File: config.mk
export PLATFORM = sky130hd
export DESIGN_NAME = pdf_version_and_page_count_scanner_top_flat
export DESIGN_NICKNAME = d
export VERILOG_FILES = /design/src/rtl/pvpc_pkg.sv /design/src/rtl/pvpc_if.sv /design/src/rtl/pvpc_ver_scan.sv /design/src/rtl/pvpc_page_scan.sv /design/src/rtl/pdf_version_and_page_count_scanner_top.sv /design/src/flat_wrapper.sv
export SDC_FILE = /design/constraint.sdc
export NUM_CORES = 1
export LEC_CHECK = 0
export BUFFER_PORTS_ARGS = -buffer_cell sky130_fd_sc_hd__buf_2
export CAP_MARGIN = 20
export CORE_MARGIN = 2
export CORE_UTILIZATION = 40
export DETAILED_ROUTE_END_ITERATION = 12
export PLACE_DENSITY_LB_ADDON = 0.15
export SLEW_MARGIN = 20
export SYNTH_ARGS = -nofsm -noshare
export SYNTH_HDL_FRONTEND = slang
export SYNTH_SLANG_ARGS = --single-unit
File: constraint.sdc
create_clock -name clk -period 6.4 [get_ports clk]
set_input_delay 0.32 -clock clk [delete_from_list [all_inputs] [get_ports clk]]
set_output_delay 0.32 -clock clk [all_outputs]
set_load 0.01 [all_outputs]
File: src/rtl/pvpc_pkg.sv
// ----------------------------------------------------------------------------
// PDF version and page count scanner package
// Shared constants, marker characters, result types and helper functions.
// ----------------------------------------------------------------------------
package pvpc_pkg;

  localparam int unsigned MAX_VERSION_CHARS = 8;
  localparam int unsigned CFG_ADDR_W        = 2;
  localparam int unsigned CFG_DATA_W        = 32;
  localparam logic [31:0] LIMIT_RESET       = 32'd2097152;

  localparam logic [CFG_ADDR_W-1:0] ADDR_BYTE_LIMIT = '0;

  localparam logic [2:0] HDR_LEN   = 3'd5;
  localparam logic [2:0] MARK_LEN  = 3'd6;

  localparam logic [7:0] CH_PCT    = 8'h25;  // '%'
  localparam logic [7:0] CH_SLASH  = 8'h2f;  // '/'
  localparam logic [7:0] CH_DOT    = 8'h2e;  // '.'
  localparam logic [7:0] CH_ZERO   = 8'h30;
  localparam logic [7:0] CH_NINE   = 8'h39;
  localparam logic [7:0] CH_SPACE  = 8'h20;
  localparam logic [7:0] CH_TAB    = 8'h09;
  localparam logic [7:0] CH_CR     = 8'h0d;

  typedef struct packed {
    logic        found;
    logic [63:0] text;
    logic [3:0]  length;
    logic        truncated;
  } ver_res_t;

  typedef struct packed {
    logic        found;
    logic [30:0] count;
  } page_res_t;

  // "%PDF-"
  function automatic logic [7:0] hdr_char(input logic [2:0] idx);
    logic [7:0] ch;
    case (idx)
      3'd0:    ch = CH_PCT;
      3'd1:    ch = 8'h50;
      3'd2:    ch = 8'h44;
      3'd3:    ch = 8'h46;
      3'd4:    ch = 8'h2d;
      default: ch = 8'h00;
    endcase
    return ch;
  endfunction

  // "/Pages"
  function automatic logic [7:0] pages_char(input logic [2:0] idx);
    logic [7:0] ch;
    case (idx)
      3'd0:    ch = CH_SLASH;
      3'd1:    ch = 8'h50;
      3'd2:    ch = 8'h61;
      3'd3:    ch = 8'h67;
      3'd4:    ch = 8'h65;
      3'd5:    ch = 8'h73;
      default: ch = 8'h00;
    endcase
    return ch;
  endfunction

  // "/Count"
  function automatic logic [7:0] count_char(input logic [2:0] idx);
    logic [7:0] ch;
    case (idx)
      3'd0:    ch = CH_SLASH;
      3'd1:    ch = 8'h43;
      3'd2:    ch = 8'h6f;
      3'd3:    ch = 8'h75;
      3'd4:    ch = 8'h6e;
      3'd5:    ch = 8'h74;
      default: ch = 8'h00;
    endcase
    return ch;
  endfunction

  // Each marker opens with a symbol found nowhere else in it, so a mismatch
  // can only restart on that opening symbol.
  function automatic logic [2:0] match_step(input logic [2:0] len, input logic [7:0] c,
                                            input logic [7:0] expect_ch,
                                            input logic [7:0] first_ch);
    logic [2:0] nxt;
    if (c == expect_ch) begin
      nxt = len + 3'd1;
    end else if (c == first_ch) begin
      nxt = 3'd1;
    end else begin
      nxt = 3'd0;
    end
    return nxt;
  endfunction

  function automatic logic is_digit(input logic [7:0] c);
    return (c >= CH_ZERO) && (c <= CH_NINE);
  endfunction

  function automatic logic is_space(input logic [7:0] c);
    return (c == CH_SPACE) || ((c >= CH_TAB) && (c <= CH_CR));
  endfunction

endpackage

File: src/rtl/pvpc_if.sv
// ----------------------------------------------------------------------------
// Scanner channel interfaces
// Valid/ready channels for document words and for scan results.
// ----------------------------------------------------------------------------
interface pvpc_in_if;
  logic       valid;
  logic       ready;
  logic [7:0] data_byte;
  logic       has_byte;
  logic       last;

  modport source (output valid, output data_byte, output has_byte, output last,
                  input ready);
  modport sink (input valid, input data_byte, input has_byte, input last,
                output ready);
endinterface

interface pvpc_out_if;
  logic        valid;
  logic        ready;
  logic        version_found;
  logic [63:0] version_text;
  logic [3:0]  version_length;
  logic        version_truncated;
  logic        page_count_found;
  logic [30:0] page_total;

  modport source (output valid, output version_found, output version_text,
                  output version_length, output version_truncated,
                  output page_count_found, output page_total, input ready);
  modport sink (input valid, input version_found, input version_text,
                input version_length, input version_truncated,
                input page_count_found, input page_total, output ready);
endinterface

File: src/rtl/pvpc_ver_scan.sv
// ----------------------------------------------------------------------------
// Version scanner
// Finds the first "%PDF-" and collects the digits and dots that follow.
// ----------------------------------------------------------------------------
module pvpc_ver_scan #(
  parameter int unsigned MAX_VERSION_CHARS = pvpc_pkg::MAX_VERSION_CHARS
) (
  input  logic                clk,
  input  logic                rst_n,
  input  logic                step,
  input  logic                clear,
  input  logic [7:0]          c,
  output pvpc_pkg::ver_res_t  res
);

  typedef enum logic [1:0] {
    V_SEARCH,
    V_COLLECT,
    V_DONE
  } ver_phase_t;

  localparam logic [3:0] MaxChars = 4'(MAX_VERSION_CHARS);

  ver_phase_t  phase_r, phase_nxt;
  logic [2:0]  match_r, match_nxt;
  logic [63:0] chars_r, chars_nxt;
  logic [3:0]  cnt_r, cnt_nxt;
  logic        ovf_r, ovf_nxt;
  logic        found;

  always_comb begin
    phase_nxt = phase_r;
    match_nxt = match_r;
    chars_nxt = chars_r;
    cnt_nxt   = cnt_r;
    ovf_nxt   = ovf_r;
    if (step) begin
      case (phase_r)
        V_SEARCH: begin
          match_nxt = pvpc_pkg::match_step(match_r, c, pvpc_pkg::hdr_char(match_r),
                                           pvpc_pkg::CH_PCT);
          if (match_nxt == pvpc_pkg::HDR_LEN) begin
            match_nxt = 3'd0;
            phase_nxt = V_COLLECT;
          end
        end
        V_COLLECT: begin
          if (pvpc_pkg::is_digit(c) || (c == pvpc_pkg::CH_DOT)) begin
            if (cnt_r < MaxChars) begin
              chars_nxt[{cnt_r[2:0], 3'b000} +: 8] = c;
              cnt_nxt = cnt_r + 4'd1;
            end else begin
              ovf_nxt = 1'b1;
            end
          end else begin
            phase_nxt = V_DONE;
          end
        end
        default: begin
        end
      endcase
    end
  end

  // The result reflects the state after the current word has been taken in.
  always_comb begin
    found         = (phase_nxt != V_SEARCH) && (cnt_nxt != 4'd0);
    res.found     = found;
    res.text      = found ? chars_nxt : 64'd0;
    res.length    = found ? cnt_nxt : 4'd0;
    res.truncated = found & ovf_nxt;
  end

  always_ff @(posedge clk) begin
    if (!rst_n || clear) begin
      phase_r <= V_SEARCH;
      match_r <= 3'd0;
      chars_r <= 64'd0;
      cnt_r   <= 4'd0;
      ovf_r   <= 1'b0;
    end else begin
      phase_r <= phase_nxt;
      match_r <= match_nxt;
      chars_r <= chars_nxt;
      cnt_r   <= cnt_nxt;
      ovf_r   <= ovf_nxt;
    end
  end

endmodule

File: src/rtl/pvpc_page_scan.sv
// ----------------------------------------------------------------------------
// Page count scanner
// Finds "/Pages", then "/Count", skips whitespace and accumulates the count.
// ----------------------------------------------------------------------------
module pvpc_page_scan (
  input  logic                clk,
  input  logic                rst_n,
  input  logic                step,
  input  logic                clear,
  input  logic [7:0]          c,
  output pvpc_pkg::page_res_t res
);

  typedef enum logic [2:0] {
    P_FIND_PAGES,
    P_FIND_COUNT,
    P_SKIP_SPACE,
    P_DIGITS,
    P_DONE
  } page_phase_t;

  page_phase_t phase_r, phase_nxt;
  logic [2:0]  match_r, match_nxt;
  logic [30:0] value_r, value_nxt;
  logic        ovf_r, ovf_nxt;
  logic        seen_r, seen_nxt;
  logic [34:0] wide_val;
  logic [34:0] acc;
  logic        add_digit;

  // value * 10 + digit; anything above 31 bits is an overflow.
  assign wide_val = {4'd0, value_r};
  assign acc      = (wide_val << 3) + (wide_val << 1) + 35'(c - pvpc_pkg::CH_ZERO);

  always_comb begin
    phase_nxt = phase_r;
    match_nxt = match_r;
    add_digit = 1'b0;
    if (step) begin
      case (phase_r)
        P_FIND_PAGES: begin
          match_nxt = pvpc_pkg::match_step(match_r, c, pvpc_pkg::pages_char(match_r),
                                           pvpc_pkg::CH_SLASH);
          if (match_nxt == pvpc_pkg::MARK_LEN) begin
            match_nxt = 3'd0;
            phase_nxt = P_FIND_COUNT;
          end
        end
        P_FIND_COUNT: begin
          match_nxt = pvpc_pkg::match_step(match_r, c, pvpc_pkg::count_char(match_r),
                                           pvpc_pkg::CH_SLASH);
          if (match_nxt == pvpc_pkg::MARK_LEN) begin
            match_nxt = 3'd0;
            phase_nxt = P_SKIP_SPACE;
          end
        end
        P_SKIP_SPACE: begin
          if (pvpc_pkg::is_digit(c)) begin
            add_digit = 1'b1;
            phase_nxt = P_DIGITS;
          end else if (!pvpc_pkg::is_space(c)) begin
            phase_nxt = P_DONE;
          end
        end
        P_DIGITS: begin
          if (pvpc_pkg::is_digit(c)) begin
            add_digit = 1'b1;
          end else begin
            phase_nxt = P_DONE;
          end
        end
        default: begin
        end
      endcase
    end
  end

  always_comb begin
    value_nxt = value_r;
    ovf_nxt   = ovf_r;
    seen_nxt  = seen_r | add_digit;
    if (add_digit && !ovf_r) begin
      if (acc[34:31] != 4'd0) begin
        ovf_nxt   = 1'b1;
        value_nxt = 31'd0;
      end else begin
        value_nxt = acc[30:0];
      end
    end
  end

  always_comb begin
    res.found = seen_nxt & ~ovf_nxt;
    res.count = (seen_nxt & ~ovf_nxt) ? value_nxt : 31'd0;
  end

  always_ff @(posedge clk) begin
    if (!rst_n || clear) begin
      phase_r <= P_FIND_PAGES;
      match_r <= 3'd0;
      value_r <= 31'd0;
      ovf_r   <= 1'b0;
      seen_r  <= 1'b0;
    end else begin
      phase_r <= phase_nxt;
      match_r <= match_nxt;
      value_r <= value_nxt;
      ovf_r   <= ovf_nxt;
      seen_r  <= seen_nxt;
    end
  end

endmodule

File: src/rtl/pdf_version_and_page_count_scanner_top.sv
// ----------------------------------------------------------------------------
// PDF version and page count scanner
// A word marked last passes the input stage register, then the result register.
// One word per cycle, but a word marked last waits while an unread result is held.
// The result register lets the next word enter while a result waits.
// Reset (rst_n, synchronous): clears all scan state; byte_limit returns to 2097152.
// ----------------------------------------------------------------------------
module pdf_version_and_page_count_scanner_top #(
  parameter int unsigned MAX_VERSION_CHARS = pvpc_pkg::MAX_VERSION_CHARS
) (
  input  logic                                clk,
  input  logic                                rst_n,
  pvpc_in_if.sink                             in_ch,
  pvpc_out_if.source                          out_ch,
  input  logic                                cfg_psel,
  input  logic                                cfg_penable,
  input  logic                                cfg_pwrite,
  input  logic [pvpc_pkg::CFG_ADDR_W-1:0]     cfg_paddr,
  input  logic [pvpc_pkg::CFG_DATA_W-1:0]     cfg_pwdata,
  output logic [pvpc_pkg::CFG_DATA_W-1:0]     cfg_prdata,
  output logic                                cfg_pready
);

  logic [31:0] limit_r;
  logic [31:0] seen_r;

  logic        s1_valid_r;
  logic [7:0]  s1_byte_r;
  logic        s1_has_r;
  logic        s1_last_r;
  logic        s1_fire;
  logic        in_ready;
  logic        step;
  logic        clear;

  logic                out_valid_r;
  pvpc_pkg::ver_res_t  ver_res, ver_out_r;
  pvpc_pkg::page_res_t page_res, page_out_r;

  // Only one register, so every read returns it.
  assign cfg_pready = 1'b1;
  assign cfg_prdata = limit_r;

  // A word carrying last can only move on when the result register is free or being read.
  assign s1_fire  = s1_valid_r && (!s1_last_r || !out_valid_r || out_ch.ready);
  assign in_ready = !s1_valid_r || s1_fire;
  assign in_ch.ready = in_ready;

  assign step  = s1_fire && s1_has_r && (seen_r < limit_r);
  assign clear = s1_fire && s1_last_r;

  pvpc_ver_scan #(
    .MAX_VERSION_CHARS(MAX_VERSION_CHARS)
  ) u_ver (
    .clk   (clk),
    .rst_n (rst_n),
    .step  (step),
    .clear (clear),
    .c     (s1_byte_r),
    .res   (ver_res)
  );

  pvpc_page_scan u_page (
    .clk   (clk),
    .rst_n (rst_n),
    .step  (step),
    .clear (clear),
    .c     (s1_byte_r),
    .res   (page_res)
  );

  always_ff @(posedge clk) begin
    if (!rst_n) begin
      limit_r     <= pvpc_pkg::LIMIT_RESET;
      seen_r      <= 32'd0;
      s1_valid_r  <= 1'b0;
      out_valid_r <= 1'b0;
    end else begin
      if (cfg_psel && cfg_penable && cfg_pwrite && (cfg_paddr == pvpc_pkg::ADDR_BYTE_LIMIT)) begin
        limit_r <= cfg_pwdata;
      end
      if (clear) begin
        seen_r <= 32'd0;
      end else if (step) begin
        seen_r <= seen_r + 32'd1;
      end
      if (in_ready) begin
        s1_valid_r <= in_ch.valid;
      end
      if (clear) begin
        out_valid_r <= 1'b1;
      end else if (out_ch.ready) begin
        out_valid_r <= 1'b0;
      end
    end
  end

  always_ff @(posedge clk) begin
    if (in_ch.valid && in_ready) begin
      s1_byte_r <= in_ch.data_byte;
      s1_has_r  <= in_ch.has_byte;
      s1_last_r <= in_ch.last;
    end
    if (clear) begin
      ver_out_r  <= ver_res;
      page_out_r <= page_res;
    end
  end

  assign out_ch.valid             = out_valid_r;
  assign out_ch.version_found     = ver_out_r.found;
  assign out_ch.version_text      = ver_out_r.text;
  assign out_ch.version_length    = ver_out_r.length;
  assign out_ch.version_truncated = ver_out_r.truncated;
  assign out_ch.page_count_found  = page_out_r.found;
  assign out_ch.page_total        = page_out_r.count;

endmodule
File: src/flat_wrapper.sv
// flat-port wrapper written by rule: the top's interface ports become plain ports
module pdf_version_and_page_count_scanner_top_flat 
#(
  parameter int unsigned MAX_VERSION_CHARS = pvpc_pkg::MAX_VERSION_CHARS
)
  (clk, rst_n, cfg_psel, cfg_penable, cfg_pwrite, cfg_paddr, cfg_pwdata, cfg_prdata, cfg_pready, in_ch_valid, in_ch_data_byte, in_ch_has_byte, in_ch_last, in_ch_ready, out_ch_valid, out_ch_version_found, out_ch_version_text, out_ch_version_length, out_ch_version_truncated, out_ch_page_count_found, out_ch_page_total, out_ch_ready);
  pvpc_in_if in_ch_i ();
  pvpc_out_if out_ch_i ();
  input  logic clk;
  input  logic rst_n;
  input  logic cfg_psel;
  input  logic cfg_penable;
  input  logic cfg_pwrite;
  input  logic [pvpc_pkg::CFG_ADDR_W-1:0] cfg_paddr;
  input  logic [pvpc_pkg::CFG_DATA_W-1:0] cfg_pwdata;
  output logic [pvpc_pkg::CFG_DATA_W-1:0] cfg_prdata;
  output logic cfg_pready;
  input wire logic [$bits(in_ch_i.valid)-1:0] in_ch_valid;
  input wire logic [$bits(in_ch_i.data_byte)-1:0] in_ch_data_byte;
  input wire logic [$bits(in_ch_i.has_byte)-1:0] in_ch_has_byte;
  input wire logic [$bits(in_ch_i.last)-1:0] in_ch_last;
  output wire logic [$bits(in_ch_i.ready)-1:0] in_ch_ready;
  output wire logic [$bits(out_ch_i.valid)-1:0] out_ch_valid;
  output wire logic [$bits(out_ch_i.version_found)-1:0] out_ch_version_found;
  output wire logic [$bits(out_ch_i.version_text)-1:0] out_ch_version_text;
  output wire logic [$bits(out_ch_i.version_length)-1:0] out_ch_version_length;
  output wire logic [$bits(out_ch_i.version_truncated)-1:0] out_ch_version_truncated;
  output wire logic [$bits(out_ch_i.page_count_found)-1:0] out_ch_page_count_found;
  output wire logic [$bits(out_ch_i.page_total)-1:0] out_ch_page_total;
  input wire logic [$bits(out_ch_i.ready)-1:0] out_ch_ready;
  assign in_ch_i.valid = in_ch_valid;
  assign in_ch_i.data_byte = in_ch_data_byte;
  assign in_ch_i.has_byte = in_ch_has_byte;
  assign in_ch_i.last = in_ch_last;
  assign in_ch_ready = in_ch_i.ready;
  assign out_ch_valid = out_ch_i.valid;
  assign out_ch_version_found = out_ch_i.version_found;
  assign out_ch_version_text = out_ch_i.version_text;
  assign out_ch_version_length = out_ch_i.version_length;
  assign out_ch_version_truncated = out_ch_i.version_truncated;
  assign out_ch_page_count_found = out_ch_i.page_count_found;
  assign out_ch_page_total = out_ch_i.page_total;
  assign out_ch_i.ready = out_ch_ready;
  pdf_version_and_page_count_scanner_top #(.MAX_VERSION_CHARS(MAX_VERSION_CHARS)) u_core (.clk(clk), .rst_n(rst_n), .in_ch(in_ch_i), .out_ch(out_ch_i), .cfg_psel(cfg_psel), .cfg_penable(cfg_penable), .cfg_pwrite(cfg_pwrite), .cfg_paddr(cfg_paddr), .cfg_pwdata(cfg_pwdata), .cfg_prdata(cfg_prdata), .cfg_pready(cfg_pready));
endmodule
# [Yosys cells after proc, flatten, opt, wreduce, memory -nomap -nowiden]
# Cells that the tools add are included.
[totals] output_inout_bits=137 register_bits=291
[classes] magnitude_cmp=6 add_sub_neg=8 reduce_logical=39 shifts=2 bitwise_logic=5 eq_ne=27 muxes=56
[op_table] op="$mux W64" count=4
[op_table] op="$pmux W7 S6" count=2
[op_table] op="$bwmux W64" count=1
[op_table] op="$shift A8 B8 Y64 const A" count=1
[op_table] op="$shiftx A8 B8 Y64" count=1
[op_table] op="$mux W31" count=2
[op_table] op="$mux W3" count=17
[op_table] op="$mux W8" count=6
[op_table] op="$add A34 B32 Y35" count=1
[op_table] op="$add A35 B35 Y35" count=1
[op_table] op="$pmux W7 S5" count=1
[op_table] op="$add A32 B1 Y32 const B" count=1
[op_table] op="$eq A8 B6 Y1 const B" count=4
[op_table] op="$lt A32 B32 Y1" count=1
[op_table] op="$eq A8 B8 Y1" count=3
[op_table] op="$eq A3 B2 Y1 const B" count=6
[op_table] op="$eq A3 B3 Y1 const B" count=6
[op_table] op="$mux W4" count=4
[op_table] op="$mux W1" count=13
[op_table] op="$logic_and A1 B1 Y1" count=12
[op_table] op="$pmux W3 S4" count=1
[op_table] op="$reduce_bool A4 Y1" count=3
[op_table] op="$eq A3 B1 Y1 const B" count=3
[op_table] op="$logic_not A3 Y1" count=3
[op_table] op="other kinds (25)" count=46

# [Logic depth before layout (Yosys ltp)]
[logic_depth] depth_word=18 mapped_depth=15 depth_no_buf=14

# [Cells and area by module]
# A second synthesis with hierarchy kept.
[hier_totals] cells_unflattened=1624 area_unflattened_um2=15892.7
[modules_own_cells] module="pdf_version_and_page_count_scanner_top" cells_each=594 seq_area_each_um2=4684.5 area_each_um2=7191.9 instances=1
[modules_own_cells] module="pvpc_page_scan" cells_each=616 seq_area_each_um2=780.7 area_each_um2=5162.5 instances=1
[modules_own_cells] module="pvpc_ver_scan" cells_each=414 seq_area_each_um2=1481.4 area_each_um2=3538.4 instances=1

# [Least setup slack after synthesis]
# Ideal clock, no wire load.
[synth_timing] kind="register -> register" start="reg u_core.s1_byte_r[5]" end="reg u_core.page_out_r, in the netlist u_core.out_ch.page_total[0], data pin" stages_incl_launch_ff=16 setup_time_ps=131 required_time_ps=6269 arrival_time_ps=6132 period_less_slack_ps=6263 setup_slack_ps=137 cell_sequence="edfxtp_1 > ha_1 > nor3_1 > fa_1 > ha_1 > clkbuf_1 > a21oi_1 > nor2_1 > a2111oi_2 > o21ai_1 > a31oi_1 > a21oi_1 > or3_1 > nor3_2 > buf_2 > a22o_1"
[synth_via] elab_chain_len=9
[synth_rtl] item="from (decl)" line="pdf_version_and_page_count_scanner_top.sv:28" source="logic [7:0] s1_byte_r;"
[synth_rtl] item="from (signal assigned)" line="pdf_version_and_page_count_scanner_top.sv:100" source="s1_byte_r <= in_ch.data_byte;"
[synth_rtl] item="parallel branches: the longest is 9 deep, another holds $add A35 B35 Y35"
[synth_rtl] item="to (signal assigned)" line="pdf_version_and_page_count_scanner_top.sv:106" source="page_out_r <= page_res;"
[synth_rtl] item="to (decl)" line="pdf_version_and_page_count_scanner_top.sv:38" source="pvpc_pkg::page_res_t page_res, page_out_r;"
# Several ways; the timed one is not identified.
# A chain may end at the register's enable or synchronous reset.

# [Final worst setup path]
[layout_timing] start="reg u_core.s1_byte_r[5]" end="reg u_core.page_out_r, in the netlist u_core.out_ch.page_total[18], data pin"
# The elaborated chain is that of the path after synthesis.

==> flow_summary.yaml <==
power_and_ir_drop:
  power_leakage_nw: 7.082
  ir_drop_v: 0.0001517
  p_total_mw: 4.066
  power_density_nw_per_um2: 229.9
critical_path:
  required_ns: 6.79
  path_class: "register to register"
  cpPeakStageDelay_ns: 0.58
  r2r_start: "u_core.s1_byte_r[5]"
  r2r_cells: 15
  crit_slowest_cell: "nor3_4"
  r2r-end: "u_core.out_ch.page_total[18]"
  crit_fanout: 26
  r2r_slack_ns: 1.13
  critPathCaptureType: "register"
  crit_chain: "ha_1 -> nor3_2 -> buf_4 -> fa_1 -> ha_1 -> a21oi_1 -> nor2_1 -> a2111oi_2 -> o21ai_1 -> a31oi_1 -> a21oi_1 -> or3_1 -> nor3_4 -> buf_4 -> a22o_1"
  critical_path_arrival_ns: 5.66
  crit_start: "u_core.s1_byte_r[5]"
  crit_path_start_kind: "register"
place:
  pre_cts_ws_ns: 1.149
  gp_congestion: 0.8464
  numPortBuffers: 186
  hpwl_um: 25180
clock_tree:
  clock_latency_ns: 0.53
  post-cts-setup-buffer-count: 0
  cts_resized: 0
  cts_buffers: 35
  root_buffer: "clkbuf_16"
  clk_pin_slew_ns: 0.06
  cts_tree: "done"
  htreeDepth: 2
  cts_buffer_depth: 3
  numClockSinks: 291
  holdBufCountCts: 11
global_routing:
  grt_max_degree: 59
  grt_usage: 0.1833
  grt_pass1_vias: 11080
  overflow: 0
  grt_pass1_wl_um: 57830
  antenna_found_initial: 0
logic_synthesis:
  ys_ff_latch: 291
  ys.flop_type: "dfxtp_1"
  ys_warn_count: 0
  synth.distinct_cells: 77
  synth_area_um2: 15080
  ys_seq_area_frac: 0.4605
  syn_inst: 1493
  syn-num-nets: 1661
  async_flop_share: 0
  avgSynthCellArea_um2: 10.10
  synth_edf_count: 112
routing:
  drt_iter0_drc: 667
  vias_per_cell: 5.131
  remaining_drc_errors: 0
  dr_total_vias: 11280
  postRouteWirelength_um: 35690
  wl_per_cell_um: 16.24
  ant_nets: 0
  first_pass_iters: 5
min_path:
  hold_end: "u_core.cfg_prdata[8]"
  hp-start: "cfg_pwdata[8]"
  min_delay_path_depth: 3
  hp-class: "input port to register"
die:
  dieHeight_um: 198.2
  io_pins: 188
  dieArea_um2: 39280
  start_util: 0.4033
  rows: 71
  coreArea_um2: 37400
  die_width_um: 198.2
cells_and_area:
  nNetsFinal: 1829
  drive_gt1_frac: 0.1678
  postLayoutCoreUtil: 0.4730
  syn_to_final_growth_pct: 17.26
  antenna_cells: 0
sta:
  setup_violations: 0
  fmax_mhz: 189.8
  fin_tns_setup_ns: 0
  worst_pin_slew_ns: 0.9699
  hold_viol: 0
  slew_headroom: 0.3519
  fin_crit_ns: 5.270
  finClkSkew_ns: 0.01113
  fin_crit_sh: 0.8235
  final_max_slew_viol_count: 0
  setup_ws_ns: 1.130
  rsz0062_at_grt: "no"
run_status:
  status: "completed"
run:
  drv_cap: 0
==> cell usage after synthesis (5+ instances only) <==
| cell type | n | share of area |
|---|---|---|
| nand2b_1 | 8 | 0.0033 |
| buf_2 | 15 | 0.0050 |
| nand4_1 | 23 | 0.0095 |
| edfxtp_1 | 112 | 0.22 |
| a211oi_1 | 11 | 0.0055 |
| a21oi_1 | 70 | 0.023 |
| a21o_1 | 7 | 0.0035 |
| nor4b_1 | 5 | 0.0029 |
| nor3_1 | 26 | 0.0086 |
| nor4_1 | 9 | 0.0037 |
| nor2_1 | 140 | 0.035 |
| xor2_1 | 27 | 0.016 |
| and3_1 | 49 | 0.020 |
| nand3_1 | 17 | 0.0056 |
| ha_1 | 87 | 0.072 |
| fa_1 | 30 | 0.040 |
| clkbuf_1 | 59 | 0.015 |
| xnor2_1 | 42 | 0.024 |
| o21ai_0 | 42 | 0.014 |
| nand2_1 | 131 | 0.033 |
| buf_4 | 5 | 0.0025 |
| nor2b_1 | 55 | 0.023 |
| or3_1 | 15 | 0.0062 |
| and2_1 | 12 | 0.0050 |
| inv_1 | 66 | 0.016 |
| and4_1 | 6 | 0.0035 |
| mux2i_1 | 51 | 0.034 |
| o211ai_1 | 10 | 0.0050 |
| dfxtp_1 | 179 | 0.24 |
| a22o_1 | 62 | 0.036 |
| a31oi_1 | 8 | 0.0033 |
| a21boi_0 | 38 | 0.019 |
==> worst max-delay path, delay by kind of cell (launching register included) <==
kind,cells,cell delay (ns)
simple gates,4,1.28
fa+ha+maj,3,1.24
compound gates,6,1.23
buf+inv,2,0.79
flops,1,0.57
==> cell usage in the layout, fill, tap and decap left out, types with 49 or more instances in the layout <==
master / Yosys / final
edfxtp_1: 112 / 112
and3_1: 49 / 49
nor2_1: 140 / 139
nand2_1: 131 / 131
mux2i_1: 51 / 51
nor2b_1: 55 / 55
ha_1: 87 / 87
dfxtp_1: 179 / 179
a22o_1: 62 / 62
inv_1: 66 / 66
a21oi_1: 70 / 69
buf_2: 15 / 186
==> cell type report <==
type / count / area (um2)
Inverter: 67 / 251.5
Sequential cell: 291 / 6947
Clock inverter: 15 / 97.59
Clock buffer: 48 / 1006
Tap cell: 511 / 639.4
Fill cell: 3546 / 19710
Timing Repair Buffer: 213 / 1161
Multi-Input combinational cell: 1053 / 7586
==> cells by family (layout without fill, tap and decap cells) <==
logic type,Yosys count,count (layout),share of synthesized area
other,1,1,0.0002486
adders and majority gates,117,117,0.1120
buffers and inverters,149,343,0.04056
muxes,52,52,0.03459
DFF,291,291,0.4605
and+or+nand+nor,522,522,0.1756
AOI/OAI and AO/OA,292,292,0.1364
xor gates and xnor gates,69,69,0.04006
==> stage by stage <==
stage / hold slack, ns / cells / instance area, um2
2_1_floorplan: 0.4189 / 1493 / 15080
3_3_place_gp: 0.4406 / 2124 / 16470
3_5_place_dp: 0.4576 / 2124 / 16470
4_1_cts: 0.0009973 / 2198 / 17690
5_1_grt: 0.01924 / 2198 / 17690
6_report: 0.03933 / 2198 / 17690
==> worst max path at each step <==
stage                                              end  slack, ns  cells after the start
after floorplan            u_core.out_ch.page_total[0]       0.14                     15
after global placement    u_core.out_ch.page_total[18]       1.30                     15
after CTS                 u_core.out_ch.page_total[18]       1.12                     15
after global routing      u_core.out_ch.page_total[12]       0.75                     15
final                     u_core.out_ch.page_total[18]       1.13                     15
after detailed placement  u_core.out_ch.page_total[17]       1.15                     15
==> state kept, by name, summed over array words and instances (netlist names), 2 cells and up <==
| signal | flops |
|---|---|
| u_core.cfg_prdata | 32 |
| u_core.out_ch.page_total | 31 |
| u_core.out_ch.version_length | 4 |
| u_core.out_ch.version_text | 64 |
| u_core.s1_byte_r | 8 |
| u_core.seen_r | 32 |
| u_core.u_page.match_r | 3 |
| u_core.u_page.phase_r | 3 |
| u_core.u_page.value_r | 31 |
| u_core.u_ver.chars_r | 64 |
| u_core.u_ver.cnt_r | 4 |
| u_core.u_ver.match_r | 3 |
| u_core.u_ver.phase_r | 2 |
==> report_power, final <==
group / internal, mW / total [mW] / switching, mW
registers: 1.95 / 1.97 / 0.0186
logic: 0.0763 / 0.207 / 0.131
clock network: 1.11 / 1.89 / 0.784
total: 3.13 / 4.07 / 0.934
==> per-layer routing <==
metal  track usage  up-vias  share of wire
li1              -     5660              -
met1        0.2460     5394           0.47
met2        0.3070      177           0.48
met3       0.02827       46          0.037
met4       0.05013        0          0.016
met5             0        -              0
No activity file was read; power rests on OpenSTA's default activity.
